===== src/sv/hrfe_pkg.sv =====
// hrfe_pkg: shared types and constants of the hart request frame encoder
// no dependencies; imported by every module of the block
package hrfe_pkg;

   localparam logic [7:0] PREAMBLE_BYTE = 8'hFF;
   localparam logic [4:0] MAX_PREAMBLES = 5'd23;
   localparam logic [7:0] DELIM_STX     = 8'h02;
   localparam logic [7:0] DELIM_BACK    = 8'h01;
   localparam logic [7:0] LONG_FLAG     = 8'h80;
   localparam logic [7:0] ADDR_MASK     = 8'h3F;
   localparam logic [2:0] LAST_ADDR_LONG  = 3'd4;
   localparam logic [2:0] LAST_ADDR_SHORT = 3'd0;

   localparam logic CMD_START = 1'b0;
   localparam logic CMD_DATA  = 1'b1;

   localparam logic [2:0] REG_PREAMBLE_COUNT = 3'd0;
   localparam logic [2:0] REG_LONG_ADDRESS   = 3'd1;
   localparam logic [2:0] REG_SHORT_ADDRESS  = 3'd2;
   localparam logic [2:0] REG_UNIQUE_ID      = 3'd3;
   localparam logic [2:0] REG_COMMAND_CODE   = 3'd4;
   localparam logic [2:0] REG_PRIMARY_MASTER = 3'd5;
   localparam logic [2:0] REG_BURST_FRAME    = 3'd6;
   localparam logic [2:0] REG_PAYLOAD_LENGTH = 3'd7;

   localparam int CSR_ADDR_W = 6;
   localparam int CSR_DATA_W = 64;

   localparam int QUEUE_DEPTH = 4;
   localparam int QUEUE_PTR_W = $clog2(QUEUE_DEPTH);

   typedef struct packed {
      logic       cmd;
      logic [7:0] payload_byte;
   } req_word_type;

   typedef struct packed {
      logic [7:0] out_byte;
      logic       run_last;
      logic       frame_done;
   } rsp_word_type;

   typedef struct packed {
      logic [4:0]  preamble_count;
      logic        long_address;
      logic [7:0]  short_address;
      logic [39:0] unique_id;
      logic [7:0]  command_code;
      logic        primary_master;
      logic        burst_frame;
      logic [7:0]  payload_length;
   } cfg_type;

   typedef struct packed {
      logic       is_start;
      logic [7:0] data;
      logic       last;
   } op_type;

endpackage


===== src/sv/hrfe_csr.sv =====
// hrfe_csr: apb-style configuration register file
// depends on hrfe_pkg
module hrfe_csr import hrfe_pkg::*; (
   input  logic                  clock,
   input  logic                  reset,
   input  logic                  psel,
   input  logic                  penable,
   input  logic                  pwrite,
   input  logic [CSR_ADDR_W-1:0] paddr,
   input  logic [CSR_DATA_W-1:0] pwdata,
   output logic [CSR_DATA_W-1:0] prdata,
   output logic                  pready,
   output cfg_type               cfg
);

   cfg_type    cfg_ff;
   cfg_type    cfg_in;
   logic [2:0] index;
   logic       wr_en;

   assign index  = paddr[CSR_ADDR_W-1:3];
   assign wr_en  = psel & penable & pwrite;
   assign pready = 1'b1;
   assign cfg    = cfg_ff;

   always_comb begin
      cfg_in = cfg_ff;
      if (wr_en) begin
         case (index)
            REG_PREAMBLE_COUNT: cfg_in.preamble_count = pwdata[4:0];
            REG_LONG_ADDRESS:   cfg_in.long_address   = pwdata[0];
            REG_SHORT_ADDRESS:  cfg_in.short_address  = pwdata[7:0];
            REG_UNIQUE_ID:      cfg_in.unique_id      = pwdata[39:0];
            REG_COMMAND_CODE:   cfg_in.command_code   = pwdata[7:0];
            REG_PRIMARY_MASTER: cfg_in.primary_master = pwdata[0];
            REG_BURST_FRAME:    cfg_in.burst_frame    = pwdata[0];
            REG_PAYLOAD_LENGTH: cfg_in.payload_length = pwdata[7:0];
            default:            cfg_in = cfg_ff;
         endcase
      end
   end

   always_comb begin
      case (index)
         REG_PREAMBLE_COUNT: prdata = {59'd0, cfg_ff.preamble_count};
         REG_LONG_ADDRESS:   prdata = {63'd0, cfg_ff.long_address};
         REG_SHORT_ADDRESS:  prdata = {56'd0, cfg_ff.short_address};
         REG_UNIQUE_ID:      prdata = {24'd0, cfg_ff.unique_id};
         REG_COMMAND_CODE:   prdata = {56'd0, cfg_ff.command_code};
         REG_PRIMARY_MASTER: prdata = {63'd0, cfg_ff.primary_master};
         REG_BURST_FRAME:    prdata = {63'd0, cfg_ff.burst_frame};
         REG_PAYLOAD_LENGTH: prdata = {56'd0, cfg_ff.payload_length};
         default:            prdata = '0;
      endcase
   end

   always_ff @(posedge clock) begin
      if (reset) begin
         cfg_ff                <= '0;
         cfg_ff.preamble_count <= 5'd5;
         cfg_ff.primary_master <= 1'b1;
      end else begin
         cfg_ff <= cfg_in;
      end
   end

endmodule


===== src/sv/hrfe_front.sv =====
// hrfe_front: accepts request words, tracks frame state, classifies into ops
// depends on hrfe_pkg
module hrfe_front import hrfe_pkg::*; (
   input  logic         clock,
   input  logic         reset,
   input  logic         push,
   input  req_word_type req_word,
   input  cfg_type      cfg,
   input  logic         q_full,
   output logic         full,
   output logic         q_push,
   output op_type       q_op
);

   logic       in_frame_ff, in_frame_in;
   logic [7:0] remain_ff, remain_in;
   logic       accept;

   assign full   = q_full;
   assign accept = push & ~q_full;

   always_comb begin
      in_frame_in     = in_frame_ff;
      remain_in       = remain_ff;
      q_push          = 1'b0;
      q_op.is_start   = (req_word.cmd == CMD_START);
      q_op.data       = req_word.payload_byte;
      q_op.last       = (remain_ff == 8'd1);
      if (accept) begin
         if (req_word.cmd == CMD_START) begin
            q_push      = 1'b1;
            remain_in   = cfg.payload_length;
            in_frame_in = (cfg.payload_length != 8'd0);
         end else if (in_frame_ff) begin
            q_push      = 1'b1;
            remain_in   = remain_ff - 8'd1;
            in_frame_in = (remain_ff != 8'd1);
         end
      end
   end

   always_ff @(posedge clock) begin
      if (reset) begin
         in_frame_ff <= 1'b0;
         remain_ff   <= 8'd0;
      end else begin
         in_frame_ff <= in_frame_in;
         remain_ff   <= remain_in;
      end
   end

endmodule


===== src/sv/hrfe_queue.sv =====
// hrfe_queue: short op queue between front and back
// depends on hrfe_pkg
module hrfe_queue import hrfe_pkg::*; (
   input  logic   clock,
   input  logic   reset,
   input  logic   wr_en,
   input  op_type wr_op,
   input  logic   rd_en,
   output op_type rd_op,
   output logic   q_full,
   output logic   q_empty
);

   op_type                 entries_ff [QUEUE_DEPTH];
   logic [QUEUE_PTR_W-1:0] wr_ptr_ff, wr_ptr_in;
   logic [QUEUE_PTR_W-1:0] rd_ptr_ff, rd_ptr_in;
   logic [QUEUE_PTR_W:0]   count_ff, count_in;

   assign q_full  = (count_ff == (QUEUE_PTR_W+1)'(QUEUE_DEPTH));
   assign q_empty = (count_ff == '0);
   assign rd_op   = entries_ff[rd_ptr_ff];

   always_comb begin
      wr_ptr_in = wr_en ? wr_ptr_ff + 1'b1 : wr_ptr_ff;
      rd_ptr_in = rd_en ? rd_ptr_ff + 1'b1 : rd_ptr_ff;
      count_in  = count_ff;
      if (wr_en && !rd_en) begin
         count_in = count_ff + 1'b1;
      end else if (rd_en && !wr_en) begin
         count_in = count_ff - 1'b1;
      end
   end

   always_ff @(posedge clock) begin
      if (wr_en) begin
         entries_ff[wr_ptr_ff] <= wr_op;
      end
   end

   always_ff @(posedge clock) begin
      if (reset) begin
         wr_ptr_ff <= '0;
         rd_ptr_ff <= '0;
         count_ff  <= '0;
      end else begin
         wr_ptr_ff <= wr_ptr_in;
         rd_ptr_ff <= rd_ptr_in;
         count_ff  <= count_in;
      end
   end

   a_no_overflow: assert property (@(posedge clock) disable iff (reset)
      q_full |-> !wr_en || rd_en)
      else $error("queue written while full");

   a_no_underflow: assert property (@(posedge clock) disable iff (reset)
      q_empty |-> !rd_en)
      else $error("queue read while empty");

   a_count_step: assert property (@(posedge clock) disable iff (reset)
      (wr_en && !rd_en) |=> count_ff == $past(count_ff) + 1'b1)
      else $error("queue count out of step");

endmodule


===== src/sv/hrfe_back.sv =====
// hrfe_back: frame sequencer, emits header, payload and checksum words
// depends on hrfe_pkg
module hrfe_back import hrfe_pkg::*; (
   input  logic         clock,
   input  logic         reset,
   input  cfg_type      cfg,
   input  op_type       q_head,
   input  logic         q_empty,
   output logic         q_pop,
   input  logic         pop,
   output logic         empty,
   output rsp_word_type rsp_word
);

   localparam logic [2:0] ST_IDLE  = 3'd0;
   localparam logic [2:0] ST_PRE   = 3'd1;
   localparam logic [2:0] ST_DELIM = 3'd2;
   localparam logic [2:0] ST_ADDR  = 3'd3;
   localparam logic [2:0] ST_CMD   = 3'd4;
   localparam logic [2:0] ST_LEN   = 3'd5;
   localparam logic [2:0] ST_SUM   = 3'd6;

   logic [2:0]   state_ff, state_in;
   logic [4:0]   pre_cnt_ff, pre_cnt_in;
   logic [2:0]   idx_ff, idx_in;
   logic [7:0]   sum_ff, sum_in;
   logic         out_valid_ff, out_valid_in;
   rsp_word_type out_ff, out_in;

   logic         emit_ok, emit;
   rsp_word_type word;
   logic [4:0]   pre_sat;
   logic [7:0]   delim;
   logic [7:0]   addr_byte;
   logic [7:0]   first_byte;
   logic [2:0]   last_idx;

   assign emit_ok  = ~out_valid_ff | pop;
   assign empty    = ~out_valid_ff;
   assign rsp_word = out_ff;
   assign pre_sat  = (cfg.preamble_count > MAX_PREAMBLES) ? MAX_PREAMBLES : cfg.preamble_count;
   assign delim    = (cfg.burst_frame ? DELIM_BACK : DELIM_STX)
                   | (cfg.long_address ? LONG_FLAG : 8'h00);
   assign last_idx = cfg.long_address ? LAST_ADDR_LONG : LAST_ADDR_SHORT;

   always_comb begin
      first_byte    = (cfg.long_address ? cfg.unique_id[39:32] : cfg.short_address) & ADDR_MASK;
      first_byte[7] = cfg.primary_master;
      first_byte[6] = cfg.burst_frame;
      case (idx_ff)
         3'd1:    addr_byte = cfg.unique_id[31:24];
         3'd2:    addr_byte = cfg.unique_id[23:16];
         3'd3:    addr_byte = cfg.unique_id[15:8];
         3'd4:    addr_byte = cfg.unique_id[7:0];
         default: addr_byte = first_byte;
      endcase
   end

   always_comb begin
      state_in   = state_ff;
      pre_cnt_in = pre_cnt_ff;
      idx_in     = idx_ff;
      sum_in     = sum_ff;
      q_pop      = 1'b0;
      emit       = 1'b0;
      word       = '0;
      case (state_ff)
         ST_IDLE: begin
            if (!q_empty) begin
               if (q_head.is_start) begin
                  q_pop      = 1'b1;
                  pre_cnt_in = pre_sat;
                  state_in   = (pre_sat == 5'd0) ? ST_DELIM : ST_PRE;
               end else if (emit_ok) begin
                  q_pop         = 1'b1;
                  emit          = 1'b1;
                  word.out_byte = q_head.data;
                  word.run_last = ~q_head.last;
                  sum_in        = sum_ff ^ q_head.data;
                  state_in      = q_head.last ? ST_SUM : ST_IDLE;
               end
            end
         end
         ST_PRE: begin
            if (emit_ok) begin
               emit          = 1'b1;
               word.out_byte = PREAMBLE_BYTE;
               pre_cnt_in    = pre_cnt_ff - 5'd1;
               if (pre_cnt_ff == 5'd1) begin
                  state_in = ST_DELIM;
               end
            end
         end
         ST_DELIM: begin
            if (emit_ok) begin
               emit          = 1'b1;
               word.out_byte = delim;
               sum_in        = delim;
               idx_in        = 3'd0;
               state_in      = ST_ADDR;
            end
         end
         ST_ADDR: begin
            if (emit_ok) begin
               emit          = 1'b1;
               word.out_byte = addr_byte;
               sum_in        = sum_ff ^ addr_byte;
               idx_in        = idx_ff + 3'd1;
               if (idx_ff == last_idx) begin
                  state_in = ST_CMD;
               end
            end
         end
         ST_CMD: begin
            if (emit_ok) begin
               emit          = 1'b1;
               word.out_byte = cfg.command_code;
               sum_in        = sum_ff ^ cfg.command_code;
               state_in      = ST_LEN;
            end
         end
         ST_LEN: begin
            if (emit_ok) begin
               emit          = 1'b1;
               word.out_byte = cfg.payload_length;
               word.run_last = (cfg.payload_length != 8'd0);
               sum_in        = sum_ff ^ cfg.payload_length;
               state_in      = (cfg.payload_length == 8'd0) ? ST_SUM : ST_IDLE;
            end
         end
         ST_SUM: begin
            if (emit_ok) begin
               emit            = 1'b1;
               word.out_byte   = sum_ff;
               word.run_last   = 1'b1;
               word.frame_done = 1'b1;
               state_in        = ST_IDLE;
            end
         end
         default: begin
            state_in = ST_IDLE;
         end
      endcase
   end

   always_comb begin
      out_in       = out_ff;
      out_valid_in = out_valid_ff & ~pop;
      if (emit) begin
         out_in       = word;
         out_valid_in = 1'b1;
      end
   end

   always_ff @(posedge clock) begin
      out_ff     <= out_in;
      pre_cnt_ff <= pre_cnt_in;
      idx_ff     <= idx_in;
   end

   always_ff @(posedge clock) begin
      if (reset) begin
         state_ff     <= ST_IDLE;
         sum_ff       <= 8'd0;
         out_valid_ff <= 1'b0;
      end else begin
         state_ff     <= state_in;
         sum_ff       <= sum_in;
         out_valid_ff <= out_valid_in;
      end
   end

   a_done_is_last: assert property (@(posedge clock) disable iff (reset)
      (out_valid_ff && out_ff.frame_done) |-> out_ff.run_last)
      else $error("checksum word not marked last");

   a_pop_in_idle: assert property (@(posedge clock) disable iff (reset)
      q_pop |-> state_ff == ST_IDLE)
      else $error("op taken while sequencer busy");

   a_pre_nonzero: assert property (@(posedge clock) disable iff (reset)
      state_ff == ST_PRE |-> pre_cnt_ff != 5'd0)
      else $error("preamble state with zero count");

   a_reset_idle: assert property (@(posedge clock)
      reset |=> state_ff == ST_IDLE && !out_valid_ff)
      else $error("sequencer not idle after reset");

endmodule


===== src/sv/hart_request_frame_encoder_core.sv =====
// hart_request_frame_encoder_core: top level of the hart request frame encoder
// depends on hrfe_pkg, hrfe_csr, hrfe_front, hrfe_queue, hrfe_back
//
// channel   ports                               handshake
// request   push, full, req_word                push & !full
// response  empty, pop, rsp_word                pop & !empty
// config    psel penable pwrite paddr pwdata    psel & penable & pwrite
//           prdata pready                       (pready always high)
//
// a payload word gives one response word, plus the checksum word on the last one
// a start word is loaded first, then its header words follow one by one from
// the single back-end sequencer and its output register, as pop frees that register
// a four-entry op queue lets the front keep accepting while the back stalls
// synchronous active-high reset; no clearing pass
module hart_request_frame_encoder_core import hrfe_pkg::*; (
   input  logic                  clock,
   input  logic                  reset,
   input  logic                  push,
   output logic                  full,
   input  req_word_type          req_word,
   output logic                  empty,
   input  logic                  pop,
   output rsp_word_type          rsp_word,
   input  logic                  psel,
   input  logic                  penable,
   input  logic                  pwrite,
   input  logic [CSR_ADDR_W-1:0] paddr,
   input  logic [CSR_DATA_W-1:0] pwdata,
   output logic [CSR_DATA_W-1:0] prdata,
   output logic                  pready
);

   cfg_type cfg;
   logic    q_push, q_pop, q_full, q_empty;
   op_type  q_op, q_head;

   hrfe_csr u_csr (
      .clock   (clock),
      .reset   (reset),
      .psel    (psel),
      .penable (penable),
      .pwrite  (pwrite),
      .paddr   (paddr),
      .pwdata  (pwdata),
      .prdata  (prdata),
      .pready  (pready),
      .cfg     (cfg)
   );

   hrfe_front u_front (
      .clock    (clock),
      .reset    (reset),
      .push     (push),
      .req_word (req_word),
      .cfg      (cfg),
      .q_full   (q_full),
      .full     (full),
      .q_push   (q_push),
      .q_op     (q_op)
   );

   hrfe_queue u_queue (
      .clock   (clock),
      .reset   (reset),
      .wr_en   (q_push),
      .wr_op   (q_op),
      .rd_en   (q_pop),
      .rd_op   (q_head),
      .q_full  (q_full),
      .q_empty (q_empty)
   );

   hrfe_back u_back (
      .clock    (clock),
      .reset    (reset),
      .cfg      (cfg),
      .q_head   (q_head),
      .q_empty  (q_empty),
      .q_pop    (q_pop),
      .pop      (pop),
      .empty    (empty),
      .rsp_word (rsp_word)
   );

endmodule


===== config.mk =====
export PLATFORM = sky130hd
export DESIGN_NAME = hart_request_frame_encoder_core
export DESIGN_NICKNAME = d
export VERILOG_FILES = /design/src/sv/hrfe_pkg.sv /design/src/sv/hrfe_csr.sv /design/src/sv/hrfe_front.sv /design/src/sv/hrfe_queue.sv /design/src/sv/hrfe_back.sv /design/src/sv/hart_request_frame_encoder_core.sv
export SDC_FILE = /design/constraint.sdc
export NUM_CORES = 1
export LEC_CHECK = 0
export ABC_AREA = 1
export BUFFER_PORTS_ARGS = -buffer_cell sky130_fd_sc_hd__clkbuf_2
export CAP_MARGIN = 30
export CORE_MARGIN = 2
export CORE_UTILIZATION = 43
export DETAILED_ROUTE_END_ITERATION = 10
export RECOVER_POWER = 50
export SLEW_MARGIN = 5
export SYNTH_ARGS = -nofsm -noshare
export SYNTH_HDL_FRONTEND = slang
export SYNTH_SLANG_ARGS = --single-unit

===== constraint.sdc =====
create_clock -name clock -period 6.6 [get_ports clock]
set_clock_uncertainty 0.15 [all_clocks]
set_input_delay 1.32 -clock clock [delete_from_list [all_inputs] [get_ports clock]]
set_output_delay 1.32 -clock clock [all_outputs]
set_load 0.01 [all_outputs]

Word level (Yosys, flattened, before mapping)
Memories as Yosys holds them, arrays and structs flattened. A register that Yosys moved wholly into a read port is not among the register bits.
Index checks and enable logic that the tools add are counted.
{"block": "classes", "add_sub_neg": 7, "magnitude_cmp": 1, "eq_ne": 36, "mux": 68, "bitwise_logic": 15, "n_reduce_logical": 28}
{"cell": "64-bit one-hot mux with 8 select lines", "count": 1}
{"cell": "8-bit 2-to-1 mux", "count": 14}
{"cell": "8-bit one-hot mux with 7 select lines", "count": 1}
{"cell": "3-bit 2-to-1 mux", "count": 17}
{"cell": "8-bit one-hot mux with 5 select lines", "count": 1}
{"cell": "9-bit 2-to-1 mux", "count": 4}
{"cell": "8-bit one-hot mux with 4 select lines", "count": 1}
{"cell": "8-bit XOR", "count": 4}
{"cell": "3-bit equality test, second input constant", "count": 9}
{"cell": "3-bit one-hot mux with 7 select lines", "count": 1}
{"cell": "5-bit 2-to-1 mux", "count": 4}
{"cell": "2-bit by 1-bit != test with 1-bit output, second input constant", "count": 10}
{"cell": "3-bit by 2-bit equality test with 1-bit output, second input constant", "count": 6}
{"cell": "2-bit AND reduction", "count": 9}
{"cell": "1-bit 2-to-1 mux", "count": 14}
{"cell": "10-bit 2-to-1 mux", "count": 1}
{"cell": "5-bit one-hot mux with 2 select lines", "count": 1}
{"cell": "10-bit AND reduction", "count": 1}
{"cell": "3-bit by 1-bit equality test with 1-bit output, second input constant", "count": 3}
{"cell": "3-bit zero test", "count": 3}
{"cell": "8-bit by 1-bit equality test with 1-bit output, second input constant", "count": 1}
{"cell": "8-bit zero test", "count": 1}
{"cell": "2-bit 2-to-1 mux", "count": 4}
{"cell": "8-bit by 1-bit != test with 1-bit output, second input constant", "count": 1}
{"cell": "28 further kinds", "count": 43}
{"block": "totals", "register_bits": 118, "ramBits": 40, "input_bits": 86, "out_inout_bits": 77, "wordCells": 177, "n_memories": 1}
{"name": "u_queue.entries_ff", "depth": 4, "width": 10, "rd": 1, "rd_ports_with_merged_regs": 1, "wr": 1, "line": "hrfe_queue.sv:14", "text": "op_type entries_ff [QUEUE_DEPTH];"}

Longest topological paths before layout
{"block": "depth", "ltp_word": 9, "ltp_mapped": 16, "ltp_nobuf": 15}

Modules after synthesis
From an unflattened synthesis, not the netlist that was laid out.
{"block": "hier_totals", "hier_cells": 1157, "hier_area_um2": 8653.3}
{"mod": "hrfe_csr", "instances": 1, "cells_per_inst": 500, "area_per_inst_um2": 3485.8}
{"mod": "hrfe_back", "instances": 1, "cells_per_inst": 391, "area_per_inst_um2": 2506.2}
{"mod": "hrfe_queue", "instances": 1, "cells_per_inst": 155, "area_per_inst_um2": 1940.6}
{"mod": "hrfe_front", "instances": 1, "cells_per_inst": 111, "area_per_inst_um2": 720.7}

Least setup slack after synthesis
OpenSTA, ideal clock, no wires.
{"block": "synth_timing", "kind": "input -> output", "startpoint": "input port paddr[5]", "endpoint": "output port prdata[10]", "arrival_ns": 2.327, "required_ns": 5.130, "slack_ns": 2.803, "stages": 5, "n_path_buf": 2, "cell_sequence": "buf_2 -> nor3_4 -> inv_2 -> buf_1 -> nor2_1"}
{"block": "synth_via", "elab_chain_cells": 2}
{"item": "start: declaration", "line": "hart_request_frame_encoder_core.sv:27", "text": "input logic [CSR_ADDR_W-1:0] paddr,"}
{"item": "3-bit equality test (tied with other cells)", "line": "hrfe_csr.sv:44", "text": "case (index)"}
{"item": "64-bit one-hot mux with 8 select lines *", "line": "hrfe_csr.sv:44"}
{"item": "end: declaration", "line": "hart_request_frame_encoder_core.sv:29", "text": "output logic [CSR_DATA_W-1:0] prdata,"}
Mark *: on every way between the ends. The rest lies on a longest branch, timed or not. The select of a mux whose other input is x is not followed.

==> metrics <==
CP arrival about 4.7 ns; WP buf/inv 3; grt ovf 0; crit end category flip-flop; gp weighted congestion ~0.87; FF-to-FF setup slack about 3 ns; most common cell in the netlist nor2_1; # rows 50; TritonCTS clock tree built; Synth Area per Inst 7.80 µm²; post-synthesis sequential area ratio 46.8%; antenna violations before repair 0; final WL between 20000 and 25000 µm; RSZ-0062 raised after global routing no; critical path depth 5; Detail Route Antenna Nets 0; Unique masters post-synth 46; status finished with violations; DRC viols 0; Synth top area share between 20% and 30%; final-report setup violation count 0; Slew headroom -79.9%; failing checks max-capacitance violations, max-slew violations; layout cells sized above 1 12.3%; Tcrit/Tclk final around two thirds; Post-Synthesis Cells 1036; CP Capture Point u_front.remain_ff[0]; CP max stage cell clkbuf_1; slowest stage delay, CP about 2 ns; kind of critical path input pin to flip-flop; post_cts resized 0; largest fanout on the critical path 71; TritonCTS Buffers 17; fillcell total 1859; Fin Setup TNS 0 ns; yosys warns 0; Startpoint Class input pin; Ports 163; Async SR Flop Fraction 0%; vias post-DR slightly above 7000; setup bufs post-CTS 0; Worst R2R End u_queue.count_ff[2]; Core ar. about 19000 µm²; Util after Layout 49.7%; Die X roughly 140 µm; routed vias/inst 5.17; pin count of the biggest net entering global routing between 70 and 80; Post-synth EDFFs between 50 and 60; worst slew pin tran 2.70 ns; First-pass DRT Iterations 5; Diodes inserted 0; Final #Nets 1229; Crit path max-delay family buffers and inverters; Max Transition Viols Final 72; vias in the first global route 6652; clock-pin slew on the worst setup and hold paths roughly 0.060 ns; Critical Path, Cell by Cell clkbuf_1 > inv_1 > clkbuf_1 > o21ai_0 > a31oi_1; CP startpoint reset; Final Non-Filler Cells about 1400; Clock Latency Late Sink about 0.43 ns; die area 19900 µm²; most frequent cells after synthesis 144 x nor2_1, 134 x inv_1, 122 x nand2_1; met3 usage about 3.2%; Layout area overhead 14.3%; clock buffer depth 2; cell area after synthesis around 8100 µm²; clock sinks 160; Final Critical Period about 4.5 ns; HP Class flip-flop to flip-flop; Synth area leaders dfxtp_1 25%, edfxtp_1 22%, nor2_1 6.7%; most used routing layer met2; Max-Cap Viols 1; Hold Violations, Final 0; Finished Cell Area 9240 µm²; All-Layer GR Usage 21.7%; cts hold-fix bufs 0; WP data required between 6 and 7 ns; GRT met1 Usage around 30%; die height around 140 µm; Cells after DPL between 1000 and 1500; flops & latches, synth 160; DP Wirelength 15600 µm; LEAKAGE about 3.8 nW; CTS Root Buffer Type clkbuf_16; f_max roughly 220 MHz; ys flop type dfxtp_1; DRT iter0 DRCs 610; IO buf count 110; PD cells 356 nW/µm²; Initial Util between 40% and 50%; H-tree levels 4; M2 GR Usage between 30 and 40%; post-synth top area cell dfxtp_1; R2R depth 14; CP dominant cell by count clkbuf_1; WL per Instance roughly 15 µm; dpl cell area ~8600 µm²; IR Drop Worst-Case VDD about 0.20 mV; first-pass GRT wire length between 30000 and 40000 µm
==> where the power goes <==
part / switching, W / total (W) / internal, W
sequential: 0.0000945 / 0.00127 / 0.00118
clock: 0.000411 / 0.00108 / 0.000669
combinational: 0.000642 / 0.000938 / 0.000296
total: 0.00115 / 0.00329 / 0.00214
==> cells by family (layout without fill, tap and decap cells) <==
logic type / Yosys count / count (layout) / share of synthesized area, %
XOR/XNOR: 6 / 6 / 0.650
AND/OR/NAND/NOR: 356 / 356 / 18.9
adder cells (fa/ha/maj): 15 / 15 / 2.41
flip-flops: 160 / 160 / 46.8
AO/OA/AOI/OAI: 286 / 286 / 19.2
other: 2 / 25 / 0.0929
buffers and inverters: 211 / 293 / 11.9
==> worst reg2reg max path, stage by stage (launching register included) <==
cell and delay, ns:
dfxtp_1 0.74, inv_1 0.50, nand2_1 0.15, nand3_1 0.07, nand2_1 0.15, inv_1 0.07
o21ai_0 0.29, nor2_1 0.10, inv_1 0.14, ha_1 0.17, inv_1 0.06, fa_1 0.38
o21ai_0 0.22, o21ai_0 0.10, a21oi_1 0.21
==> layout make-up <==
class                           instances  area, µm²  area share [%]
Sequential cell                       160       3780            40.9
Multi-Input combinational cell        688       3420            37.0
Timing Repair Buffer                  117        562            6.08
Inverter                              144        543            5.88
Clock buffer                           17        425            4.60
Tap cell                              234        293            3.17
Clock inverter                         15        214            2.32
==> metrics by stage <==
| step | total power, W | hold slack (ns) | setup slack, ns |
|---|---|---|---|
| floorplan | 0.00199 | 0.280 | 2.80 |
| global placement | 0.00222 | 0.294 | 2.39 |
| detailed placement | 0.00224 | 0.299 | 2.40 |
| CTS | 0.00331 | 0.310 | 2.39 |
| global route | 0.00349 | 0.350 | 1.58 |
| finish | 0.00329 | 0.305 | 2.08 |
==> state kept, by name, summed over array words and instances, names as in the netlist, named ones only <==
| name | count |
|---|---|
| u_back.out_valid_ff | 1 |
| u_back.state_ff | 3 |
| u_queue.wr_ptr_ff | 2 |
| u_back.sum_ff | 8 |
| u_back.rsp_word | 10 |
| u_back.pre_cnt_ff | 5 |
| u_back.idx_ff | 3 |
| u_front.remain_ff | 8 |
| u_front.in_frame_ff | 1 |
| u_csr.cfg | 72 |
| u_queue.entries_ff | 40 |
| u_queue.count_ff | 3 |
| u_queue.rd_ptr_ff | 2 |
==> routing by layer <==
| metal | part of all wire (%) | routed length, µm |
|---|---|---|
| met1 | 47 | 10000 |
| met2 | 47 | 9890 |
| met3 | 4.9 | 1030 |
| met5 | 0 | 0 |
| met4 | 1.1 | 239 |
==> placed cells by master, fill, tap and decap left out, types with 26 or more instances in the layout <==
cell / count
a21oi_1: 100
clkbuf_1: 26
clkbuf_2: 89
dfxtp_1: 102
edfxtp_1: 58
inv_1: 135
nand2_1: 123
nand3_1: 58
nor2_1: 144
o21ai_0: 100
o21ai_1: 31
==> how the worst min path moves through the flow <==
| stage | start | endpoint | cells past startpoint | slack [ns] |
|---|---|---|---|---|
| after floorplan | u_csr.cfg[57] | u_csr.cfg[57] | 2 | 0.28 |
| after global placement | u_csr.cfg[56] | u_csr.cfg[56] | 2 | 0.29 |
| after detailed placement | u_csr.cfg[56] | u_csr.cfg[56] | 2 | 0.30 |
| after CTS | u_csr.cfg[56] | u_csr.cfg[56] | 2 | 0.31 |
| after global routing | u_csr.cfg[56] | u_csr.cfg[56] | 2 | 0.35 |
| final | u_csr.cfg[56] | u_csr.cfg[56] | 2 | 0.30 |
No activity file was read; power rests on OpenSTA's default activity.
